`src/lkvc_pkg.sv`:
```
// Shared types, character constants and class functions for the label checker.
// Depends on nothing; imported by every module of the block.
`timescale 1ns / 1ps

package lkvc_pkg;

	localparam int unsigned CountWidth = 8;

	localparam logic [7:0] CHAR_SLASH      = 8'h2F;
	localparam logic [7:0] CHAR_DASH       = 8'h2D;
	localparam logic [7:0] CHAR_UNDERSCORE = 8'h5F;
	localparam logic [7:0] CHAR_DOT        = 8'h2E;

	localparam logic [CountWidth-1:0] COUNT_MAX    = 8'd255;
	localparam logic [7:0]            LENGTH_RESET = 8'd63;

	// Configuration register indexes
	localparam logic REG_MAX_KEY_LENGTH   = 1'b0;
	localparam logic REG_MAX_VALUE_LENGTH = 1'b1;

	// Verdict codes, first failing check wins
	typedef enum logic [2:0] {
		FAULT_NONE         = 3'd0,
		FAULT_KEY_LENGTH   = 3'd1,
		FAULT_VALUE_LENGTH = 3'd2,
		FAULT_EMPTY_PREFIX = 3'd3,
		FAULT_EMPTY_NAME   = 3'd4,
		FAULT_BAD_NAME     = 3'd5,
		FAULT_BAD_VALUE    = 3'd6
	} fault_t;

	// One streamed character with its framing bits
	typedef struct packed {
		logic [7:0] char_code;
		logic       is_value;
		logic       has_char;
		logic       is_last;
	} item_t;

	function automatic logic is_alnum(input logic [7:0] c);
		return (c inside {[8'h61:8'h7A], [8'h41:8'h5A], [8'h30:8'h39]});
	endfunction

	function automatic logic is_allowed(input logic [7:0] c);
		return is_alnum(c) || (c == CHAR_DASH) || (c == CHAR_UNDERSCORE) ||
			(c == CHAR_DOT);
	endfunction

	function automatic logic [CountWidth-1:0] sat_inc(input logic [CountWidth-1:0] v);
		return (v == COUNT_MAX) ? COUNT_MAX : v + 1'b1;
	endfunction

endpackage

```
`src/label_key_value_checker_unit.sv`:
```
// Label key/value checker: takes one character per transaction and gives one verdict
// per pair. An item is registered in the input register on acceptance and processed from
// there; when it ends a pair and the result register is free, its verdict is loaded into
// the result register. One item is accepted every cycle while in_stall is low. in_stall
// rises only when the held item ends a pair and the result register is full and stalled.
// Depends on lkvc_pkg and lkvc_tracker.
`timescale 1ns / 1ps

module label_key_value_checker_unit (
	input  logic       clk,
	input  logic       arst_n,
	input  logic       in_valid,
	output logic       in_stall,
	input  logic [7:0] char_code,
	input  logic       is_value,
	input  logic       has_char,
	input  logic       is_last,
	output logic       out_valid,
	input  logic       out_stall,
	output logic       pair_ok,
	output logic [2:0] fault_code,
	input  logic       cfg_we,
	input  logic       cfg_index,
	input  logic [7:0] cfg_data
);
	import lkvc_pkg::*;

	logic       valid_s1;
	item_t      item_s1;
	logic       out_valid_q;
	logic       pair_ok_q;
	fault_t     fault_q;
	fault_t     fault;
	logic       out_free;
	logic       advance;
	logic       accept;
	logic [7:0] max_key_length_q;
	logic [7:0] max_value_length_q;

	assign out_free = !out_valid_q || !out_stall;
	assign advance  = valid_s1 && (!item_s1.is_last || out_free);
	assign in_stall = valid_s1 && item_s1.is_last && !out_free;
	assign accept   = in_valid && !in_stall;

	// Configuration registers.
	always_ff @(posedge clk or negedge arst_n) begin
		if (!arst_n) begin
			max_key_length_q   <= LENGTH_RESET;
			max_value_length_q <= LENGTH_RESET;
		end else if (cfg_we) begin
			case (cfg_index)
				REG_MAX_KEY_LENGTH:   max_key_length_q   <= cfg_data;
				REG_MAX_VALUE_LENGTH: max_value_length_q <= cfg_data;
				default: ;
			endcase
		end
	end

	// Input register control.
	always_ff @(posedge clk or negedge arst_n) begin
		if (!arst_n) begin
			valid_s1 <= 1'b0;
		end else if (accept) begin
			valid_s1 <= 1'b1;
		end else if (advance) begin
			valid_s1 <= 1'b0;
		end
	end

	// Input register payload.
	always_ff @(posedge clk) begin
		if (accept) begin
			item_s1 <= '{char_code: char_code, is_value: is_value,
				has_char: has_char, is_last: is_last};
		end
	end

	lkvc_tracker u_tracker (
		.clk              (clk),
		.arst_n           (arst_n),
		.step             (advance),
		.item             (item_s1),
		.max_key_length   (max_key_length_q),
		.max_value_length (max_value_length_q),
		.fault            (fault)
	);

	// Result register control.
	always_ff @(posedge clk or negedge arst_n) begin
		if (!arst_n) begin
			out_valid_q <= 1'b0;
		end else if (advance && item_s1.is_last) begin
			out_valid_q <= 1'b1;
		end else if (!out_stall) begin
			out_valid_q <= 1'b0;
		end
	end

	// Result register payload.
	always_ff @(posedge clk) begin
		if (advance && item_s1.is_last) begin
			fault_q   <= fault;
			pair_ok_q <= (fault == FAULT_NONE);
		end
	end

	assign out_valid  = out_valid_q;
	assign pair_ok    = pair_ok_q;
	assign fault_code = fault_q;

endmodule

```
`src/lkvc_tracker.sv`:
```
// Per-pair tracking state and verdict logic for the label checker.
// Depends on lkvc_pkg.
`timescale 1ns / 1ps

module lkvc_tracker (
	input  logic                 clk,
	input  logic                 arst_n,
	input  logic                 step,
	input  lkvc_pkg::item_t      item,
	input  logic [7:0]           max_key_length,
	input  logic [7:0]           max_value_length,
	output lkvc_pkg::fault_t     fault
);
	import lkvc_pkg::*;

	logic [CountWidth-1:0] key_count_q, key_count_d;
	logic [CountWidth-1:0] value_count_q, value_count_d;
	logic [CountWidth-1:0] name_count_q, name_count_d;
	logic slash_seen_q, slash_seen_d;
	logic prefix_empty_q, prefix_empty_d;
	logic name_first_alnum_q, name_first_alnum_d;
	logic name_last_alnum_q, name_last_alnum_d;
	logic name_chars_ok_q, name_chars_ok_d;
	logic value_first_alnum_q, value_first_alnum_d;
	logic value_last_alnum_q, value_last_alnum_d;
	logic value_chars_ok_q, value_chars_ok_d;
	logic an, allowed;

	assign an      = is_alnum(item.char_code);
	assign allowed = is_allowed(item.char_code);

	// Take the current character into the key or value state.
	always_comb begin
		key_count_d         = key_count_q;
		value_count_d       = value_count_q;
		name_count_d        = name_count_q;
		slash_seen_d        = slash_seen_q;
		prefix_empty_d      = prefix_empty_q;
		name_first_alnum_d  = name_first_alnum_q;
		name_last_alnum_d   = name_last_alnum_q;
		name_chars_ok_d     = name_chars_ok_q;
		value_first_alnum_d = value_first_alnum_q;
		value_last_alnum_d  = value_last_alnum_q;
		value_chars_ok_d    = value_chars_ok_q;
		if (item.has_char && item.is_value) begin
			if (value_count_q == '0) begin
				value_first_alnum_d = an;
			end
			value_last_alnum_d = an;
			value_chars_ok_d   = value_chars_ok_q && allowed;
			value_count_d      = sat_inc(value_count_q);
		end else if (item.has_char) begin
			// Only the first slash splits prefix from name.
			if (!slash_seen_q && (item.char_code == CHAR_SLASH)) begin
				slash_seen_d   = 1'b1;
				prefix_empty_d = (key_count_q == '0);
			end else begin
				if (name_count_q == '0) begin
					name_first_alnum_d = an;
				end
				name_last_alnum_d = an;
				name_chars_ok_d   = name_chars_ok_q && allowed;
				name_count_d      = sat_inc(name_count_q);
			end
			key_count_d = sat_inc(key_count_q);
		end
	end

	// Verdict on the state including the current character.
	always_comb begin
		if ((key_count_d == '0) || (key_count_d > max_key_length)) begin
			fault = FAULT_KEY_LENGTH;
		end else if (value_count_d > max_value_length) begin
			fault = FAULT_VALUE_LENGTH;
		end else if (slash_seen_d && prefix_empty_d) begin
			fault = FAULT_EMPTY_PREFIX;
		end else if (name_count_d == '0) begin
			fault = FAULT_EMPTY_NAME;
		end else if (!name_first_alnum_d || !name_last_alnum_d || !name_chars_ok_d) begin
			fault = FAULT_BAD_NAME;
		end else if ((value_count_d != '0) &&
			(!value_first_alnum_d || !value_last_alnum_d || !value_chars_ok_d)) begin
			fault = FAULT_BAD_VALUE;
		end else begin
			fault = FAULT_NONE;
		end
	end

	// State update; the verdict step returns everything to its cleared value.
	always_ff @(posedge clk or negedge arst_n) begin
		if (!arst_n) begin
			key_count_q         <= '0;
			value_count_q       <= '0;
			name_count_q        <= '0;
			slash_seen_q        <= 1'b0;
			prefix_empty_q      <= 1'b0;
			name_first_alnum_q  <= 1'b0;
			name_last_alnum_q   <= 1'b0;
			name_chars_ok_q     <= 1'b1;
			value_first_alnum_q <= 1'b0;
			value_last_alnum_q  <= 1'b0;
			value_chars_ok_q    <= 1'b1;
		end else if (step && item.is_last) begin
			key_count_q         <= '0;
			value_count_q       <= '0;
			name_count_q        <= '0;
			slash_seen_q        <= 1'b0;
			prefix_empty_q      <= 1'b0;
			name_first_alnum_q  <= 1'b0;
			name_last_alnum_q   <= 1'b0;
			name_chars_ok_q     <= 1'b1;
			value_first_alnum_q <= 1'b0;
			value_last_alnum_q  <= 1'b0;
			value_chars_ok_q    <= 1'b1;
		end else if (step) begin
			key_count_q         <= key_count_d;
			value_count_q       <= value_count_d;
			name_count_q        <= name_count_d;
			slash_seen_q        <= slash_seen_d;
			prefix_empty_q      <= prefix_empty_d;
			name_first_alnum_q  <= name_first_alnum_d;
			name_last_alnum_q   <= name_last_alnum_d;
			name_chars_ok_q     <= name_chars_ok_d;
			value_first_alnum_q <= value_first_alnum_d;
			value_last_alnum_q  <= value_last_alnum_d;
			value_chars_ok_q    <= value_chars_ok_d;
		end
	end

endmodule

```
`config.mk`:
```
export PLATFORM = sky130hd
export DESIGN_NAME = label_key_value_checker_unit
export DESIGN_NICKNAME = d
export VERILOG_FILES = /design/src/lkvc_pkg.sv /design/src/label_key_value_checker_unit.sv /design/src/lkvc_tracker.sv
export SDC_FILE = /design/constraint.sdc
export NUM_CORES = 1
export LEC_CHECK = 0
export BUFFER_PORTS_ARGS = -buffer_cell sky130_fd_sc_hd__buf_4
export CAP_MARGIN = 0
export CELL_PAD_IN_SITES_DETAIL_PLACEMENT = 0
export CELL_PAD_IN_SITES_GLOBAL_PLACEMENT = 1
export CORE_ASPECT_RATIO = 1.75
export CORE_MARGIN = 3
export CORE_UTILIZATION = 39
export DETAILED_ROUTE_END_ITERATION = 8
export PLACE_DENSITY = 0.69
export SYNTH_ARGS = -nofsm -noshare
export SYNTH_HDL_FRONTEND = slang
export SYNTH_SLANG_ARGS = --single-unit
```
`constraint.sdc`:
```
create_clock -name clk -period 3.58 [get_ports clk]
set_input_delay 0.716 -clock clk [delete_from_list [all_inputs] [get_ports clk]]
set_output_delay 0.716 -clock clk [all_outputs]
set_load 0.005 [all_outputs]
```
# Word level (Yosys, flattened, before mapping)
# Index checks and enable logic that the tools add are counted.
# W data, S select, Z words.
[op_classes]
addsub = 3
magnitude_cmp = 8
eq_ne = 8
n_mux = 61
bitwise = 1
reduce_logical = 48
[op_table]
columns = ["operator", "count"]
rows = [
  ["$mux W8", 15],
  ["$logic_not A8 Y1", 5],
  ["$mux W1", 40],
  ["$add A8 B1 Y8 const B", 3],
  ["$eq A8 B6 Y1 const B", 3],
  ["$eq A8 B8 Y1 const B", 3],
  ["$mux W3", 6],
  ["$ge A8 B7 Y1 const B", 2],
  ["$gt A8 B8 Y1", 2],
  ["$le A8 B7 Y1 const B", 2],
  ["$logic_and A1 B1 Y1", 14],
  ["$logic_not A1 Y1", 12],
  ["$logic_or A1 B1 Y1", 10],
  ["$eq A8 B7 Y1 const B", 1],
  ["$ge A8 B6 Y1 const B", 1],
  ["$le A8 B6 Y1 const B", 1],
  ["$reduce_bool A8 Y1", 1],
  ["$reduce_and A2 Y1", 2],
  ["$reduce_bool A2 Y1", 2],
  ["$logic_not A3 Y1", 1],
  ["$reduce_bool A3 Y1", 1],
  ["$ne A2 B1 Y1 const B", 1],
  ["$not A1 Y1", 1],
]
[word_totals]
reg_bits = 65
input_bits = 25
out_inout_bits = 6
word_cells = 150

# Depth between registers and ports, before layout
[depth]
word_depth = 18
mapped_depth = 13
ltp_nobuf = 12

# By module
# A second synthesis with hierarchy kept.
[hier_totals]
hier_cells = 392
area_unflattened_um2 = 3968.8
[by_module_without_submodules]
columns = ["module", "instances", "cells_per_inst", "area_per_inst_um2", "seq_area_each_um2"]
rows = [
  ["lkvc_tracker", 1, 329, 2757.6, 803.3],
  ["label_key_value_checker_unit", 1, 63, 1211.2, 915.9],
]

# Worst setup path after synthesis
# OpenSTA, ideal clock, no wires.
[synth_timing]
path_kind = "reg-to-reg"
from = "reg u_tracker.key_count_q[0]"
to = "reg fault_q[0], in the netlist fault_code[0] (data pin)"
setup_time_ps = 255
arrival_time_ps = 2544
setup_slack_ps = 781
stages_incl_launch_ff = 13
n_path_buf = 0
period_less_slack_ps = 2799
path_cell_list = "dfrtp_1 > ha_1 > nand3_1 > nor2_1 > and3_1 > mux2_2 > ha_1 > a21o_1 > a21oi_1 > a21o_1 > a31oi_1 > a31oi_1 > a21bo_2"
[synth_between]
elab_chain_cells = 8
[synth_rtl]
columns = ["item", "line", "source"]
rows = [
  ["from (decl)", "lkvc_tracker.sv:16", "logic [CountWidth-1:0] key_count_q, key_count_d;"],
  ["from (signal assigned)", "lkvc_tracker.sv:116", "key_count_q <= key_count_d;"],
  ["branches (longest 7 deep; another with $add A8 B1 Y8)", "n/a", ""],
  ["$mux W3 *", "lkvc_tracker.sv:71", "if ((key_count_d == '0) || (key_count_d > max_key_length)) begin"],
  ["named net fault[0]", "label_key_value_checker_unit.sv:33", "fault_t fault;"],
  ["to (signal assigned)", "label_key_value_checker_unit.sv:102", "fault_q <= fault;"],
  ["to (decl)", "label_key_value_checker_unit.sv:32", "fault_t fault_q;"],
]
# Mark *: on every way through the listed nets, which the timed path passes.
# A chain may end at the register's enable or synchronous reset.

# Final worst setup path
[layout_timing]
from = "reg item_s1[1] (netlist bit)"
to = "reg fault_q[0], in the netlist fault_code[0] (data pin)"
[layout_between]
elab_chain_cells = 10
[layout_rtl]
columns = ["item", "line", "source"]
rows = [
  ["from (decl)", "label_key_value_checker_unit.sv:29", "item_t item_s1;"],
  ["from (signal assigned)", "label_key_value_checker_unit.sv:73", "item_s1 <= '{char_code: char_code, is_value: is_value,"],
  ["$mux W1 or $logic_and A1 B1 Y1 (tied branches)", "lkvc_tracker.sv:52, lkvc_tracker.sv:45", ""],
  ["$mux W1", "lkvc_tracker.sv:45", "if (item.has_char && item.is_value) begin"],
  ["$logic_not A1 Y1", "lkvc_tracker.sv:79", "end else if (!name_first_alnum_d || !name_last_alnum_d || !name_chars_ok_d) begin"],
  ["$logic_or A1 B1 Y1 (2 in series)", "lkvc_tracker.sv:79", ""],
  ["$mux W3", "lkvc_tracker.sv:79", ""],
  ["$mux W3", "lkvc_tracker.sv:77", "end else if (name_count_d == '0) begin"],
  ["$mux W3", "lkvc_tracker.sv:75", "end else if (slash_seen_d && prefix_empty_d) begin"],
  ["$mux W3", "lkvc_tracker.sv:73", "end else if (value_count_d > max_value_length) begin"],
  ["$mux W3 *", "lkvc_tracker.sv:71", ""],
  ["named net fault[0]", "label_key_value_checker_unit.sv:33", ""],
]
# The timed path passes the listed nets; every way through them passes the cells marked *.

==> results.md <==
- Startpoint types: flop
- Post-cts resize count: 0
- Pwr Density: approximately 460 nW/um^2
- Die Width: 82.1 microns
- DR vias: between 3000 and 4000
- Iteration-0 DRC Markers: between 200 and 250
- Worst clock skew: between 0.007 and 0.008 ns
- CP required: 3.67 ns
- Post-Route WL: between 10000 and 15000 microns
- Worst R2R End: fault_code[0]
- Root buffer cell: clkbuf_16
- Hold buffer count at CTS: 0
- Layout area overhead: 16.4%
- DRC: 0
- Worst-margin pin slew: between 0.7 and 0.8 ns
- Largest net degree at the start of global routing: ~50
- Cell area after synthesis: roughly 4000 sq um
- Max_slew headroom: 0.478
- CTS tree: built
- Setup Buffers After CTS: 0
- Clk slew on worst S/H paths: around 0.060 ns
- Maximum Capacitance Violations: 0
- Tot GR Track Use: 0.193
- YS warnings: 0
- FF+latch count, synth: 65
- R2R cell count: 12
- Routed wire length per instance: about 18 microns
- Peak VDD IR: 0.000282 V
- Count of cell types in the netlist: 67
- Cells after Synth: ~420
- Row Count: 48
- Worst-Skew Late Latency: ~0.34 ns
- Initial antenna violation count: 0
- Core Region: a little under 10000 sq um
- Setup TNS: 0 ns
- Async SR Flop Fraction: 0.769
- # diodes: 0
- CP Max Fanout: 7
- Minimum clock period after layout: between 3 and 4 ns
- Final worst setup slack: ~0.48 ns
- Vias in the first global route: 3329
- Critical path arrival: around 3.2 ns
- Outcome: finished clean
- Via/cell ratio: around 5.6
- DR pass1 iterations: 4
- H-tree levels: 3
- Initial Util: 0.401
- Synth Area per Inst: 9.38 sq um
- I/O pins: 31
- Predominant post-synthesis flop cell: dfrtp_1
- Slew Viols, Final: 0
- Leakage: 2.08 nW
- Overall power: approximately 2.1 mW
- Clock Path Buffers: 2
- Chip height: between 100 and 150 microns
- Synthesized Nets: approximately 470
- TritonCTS Buffers: 9
- Critical Path Source: item_s1[1]
- Post-synth EDFFs: 15
- Die area: 11400 sq um
- Reg2reg start: item_s1[1]
- Nets: slightly below 500
- Fmax: between 300 and 400 MHz
- Layout cells sized above 1: 0.190
- Hold Crit Class: input pin to async pin
- Sink Count: 65
- Crit. End Element: flop
- Gp weighted congestion: 0.890
- Antenna viol nets, final: 0
- RSZ-0062 raised after global routing: false
- Final critical-path share of the clock period: 0.866
- Final setup fails: 0
- Critical path class: flop to flop
- Grt total ovfl: 0
- Final hold violation count: 0
- R2R setup slack: approximately 0.48 ns
- Sequential-to-total area share from yosys stat: 0.435
- DP Wirelength: around 7500 microns
- First-pass GRT wire length: 16700 microns
- Pre-CTS setup slack: between 0.4 and 0.5 ns
- I/O Buffers: 30
==> synthesized netlist by cell type, types with 3 or more instances <==
cell type | n | area [sq um]
a21o_1 | 4 | 30.0
a21oi_1 | 29 | 145
a22o_1 | 11 | 96.3
a32o_1 | 3 | 30.0
and2_1 | 5 | 31.3
and3_1 | 7 | 43.8
and4_1 | 4 | 35.0
clkbuf_1 | 13 | 48.8
dfrtp_1 | 36 | 901
dfstp_2 | 14 | 368
edfxtp_1 | 15 | 450
ha_1 | 22 | 275
inv_1 | 33 | 124
mux2_2 | 11 | 124
mux2i_1 | 5 | 50.1
nand2_1 | 53 | 199
nand2b_1 | 5 | 31.3
nand3_1 | 14 | 70.1
nand4_1 | 9 | 56.3
nor2_1 | 20 | 75.1
nor2b_1 | 3 | 18.8
nor3_1 | 9 | 45.0
nor4_1 | 3 | 18.8
o21ai_0 | 33 | 165
o22ai_1 | 3 | 18.8
xor2_1 | 3 | 26.3
==> state kept, by name (all words and copies together) (netlist names) <==
register                       cells
u_tracker.value_last_alnum_q       1
out_valid                          1
item_s1                           11
max_value_length_q                 8
max_key_length_q                   8
u_tracker.name_first_alnum_q       1
u_tracker.value_chars_ok_q         1
pair_ok                            1
u_tracker.key_count_q              8
u_tracker.value_count_q            8
u_tracker.slash_seen_q             1
valid_s1                           1
fault_code                         3
u_tracker.name_chars_ok_q          1
u_tracker.name_count_q             8
u_tracker.prefix_empty_q           1
u_tracker.value_first_alnum_q      1
u_tracker.name_last_alnum_q        1
==> layer usage <==
metal,part of all wire,vias up,wire length (microns),GRT usage
met5,0,-,0,0
li1,-,1583,-,-
met3,0.027,16,278,0.0390
met1,0.40,1583,4080,0.226
met2,0.55,47,5570,0.336
met4,0.024,0,242,0.0744
==> cells by family after synthesis <==
group	after synthesis	synth area share
and+or+nand+nor	154	0.210
DFF	65	0.435
xor gates and xnor gates	5	0.0111
buffers and inverters	51	0.0523
muxes	16	0.0441
AOI/OAI and AO/OA	108	0.177
adders and majority gates	22	0.0697
==> worst max-delay path, cell delays in order (launching register included) <==
cell and delay [ns]:
edfxtp_1 0.52, nor2b_1 0.20, and3_1 0.22, nand2b_1 0.18, o211ai_1 0.21, ha_1 0.34, nor2b_1 0.14, o21ai_0 0.15
a21oi_1 0.09, o21ai_0 0.17, a31oi_1 0.11, a31oi_1 0.27, a21bo_2 0.26
==> cell type report <==
cell class / instances / area (sq um)
Inverter: 33 / 124
Clock buffer: 9 / 225
Sequential cell: 65 / 1720
Multi-Input combinational cell: 305 / 2020
Clock inverter: 7 / 93.8
Tap cell: 125 / 156
Timing Repair Buffer: 34 / 255
Fill cell: 1004 / 5250
==> cells in the final DEF, fill, tap and decap left out, types with 3 or more instances in the layout <==
master / n
mux2i_1: 5
dfrtp_1: 36
nor4_1: 3
nor2_1: 20
and3_1: 7
clkbuf_16: 9
mux2_2: 11
and4_1: 4
nand4_1: 9
o22ai_1: 3
nand2_1: 53
a21o_1: 4
and2_1: 5
buf_4: 34
a22o_1: 11
xor2_1: 3
nor2b_1: 3
a21oi_1: 29
dfstp_2: 14
edfxtp_1: 15
nand2b_1: 5
nand3_1: 14
a32o_1: 3
inv_1: 33
ha_1: 22
nor3_1: 9
o21ai_0: 33
==> how the worst max path moves through the flow <==
stage	endpoint	slack, ns	cells past startpoint
detailed placement	fault_code[0]	0.48	12
global placement	fault_code[0]	0.51	12
finish	fault_code[0]	0.48	12
floorplan	fault_code[0]	0.78	12
global route	fault_code[0]	0.22	12
CTS	fault_code[0]	0.44	12
==> where the power goes <==
| group | leakage [nW] | internal [mW] | switching (mW) |
|---|---|---|---|
| clock | 0.153 | 0.609 | 0.332 |
| combinational | 1.15 | 0.131 | 0.164 |
| sequential | 0.778 | 0.832 | 0.0446 |
| total | 2.08 | 1.57 | 0.541 |
==> metrics by stage <==
stage | utilization | hold slack [ns] | cell area (sq um) | std cells
after floorplan | - | 0.420 | 3950 | 421
after CTS | 0.467 | 0.449 | 4600 | 578
after detailed placement | 0.434 | 0.477 | 4280 | 562
after global routing | 0.467 | 0.463 | 4600 | 578
final | 0.467 | 0.420 | 4600 | 578
after global placement | 0.434 | 0.469 | 4280 | 562
Power figures use the tool's default switching activity.
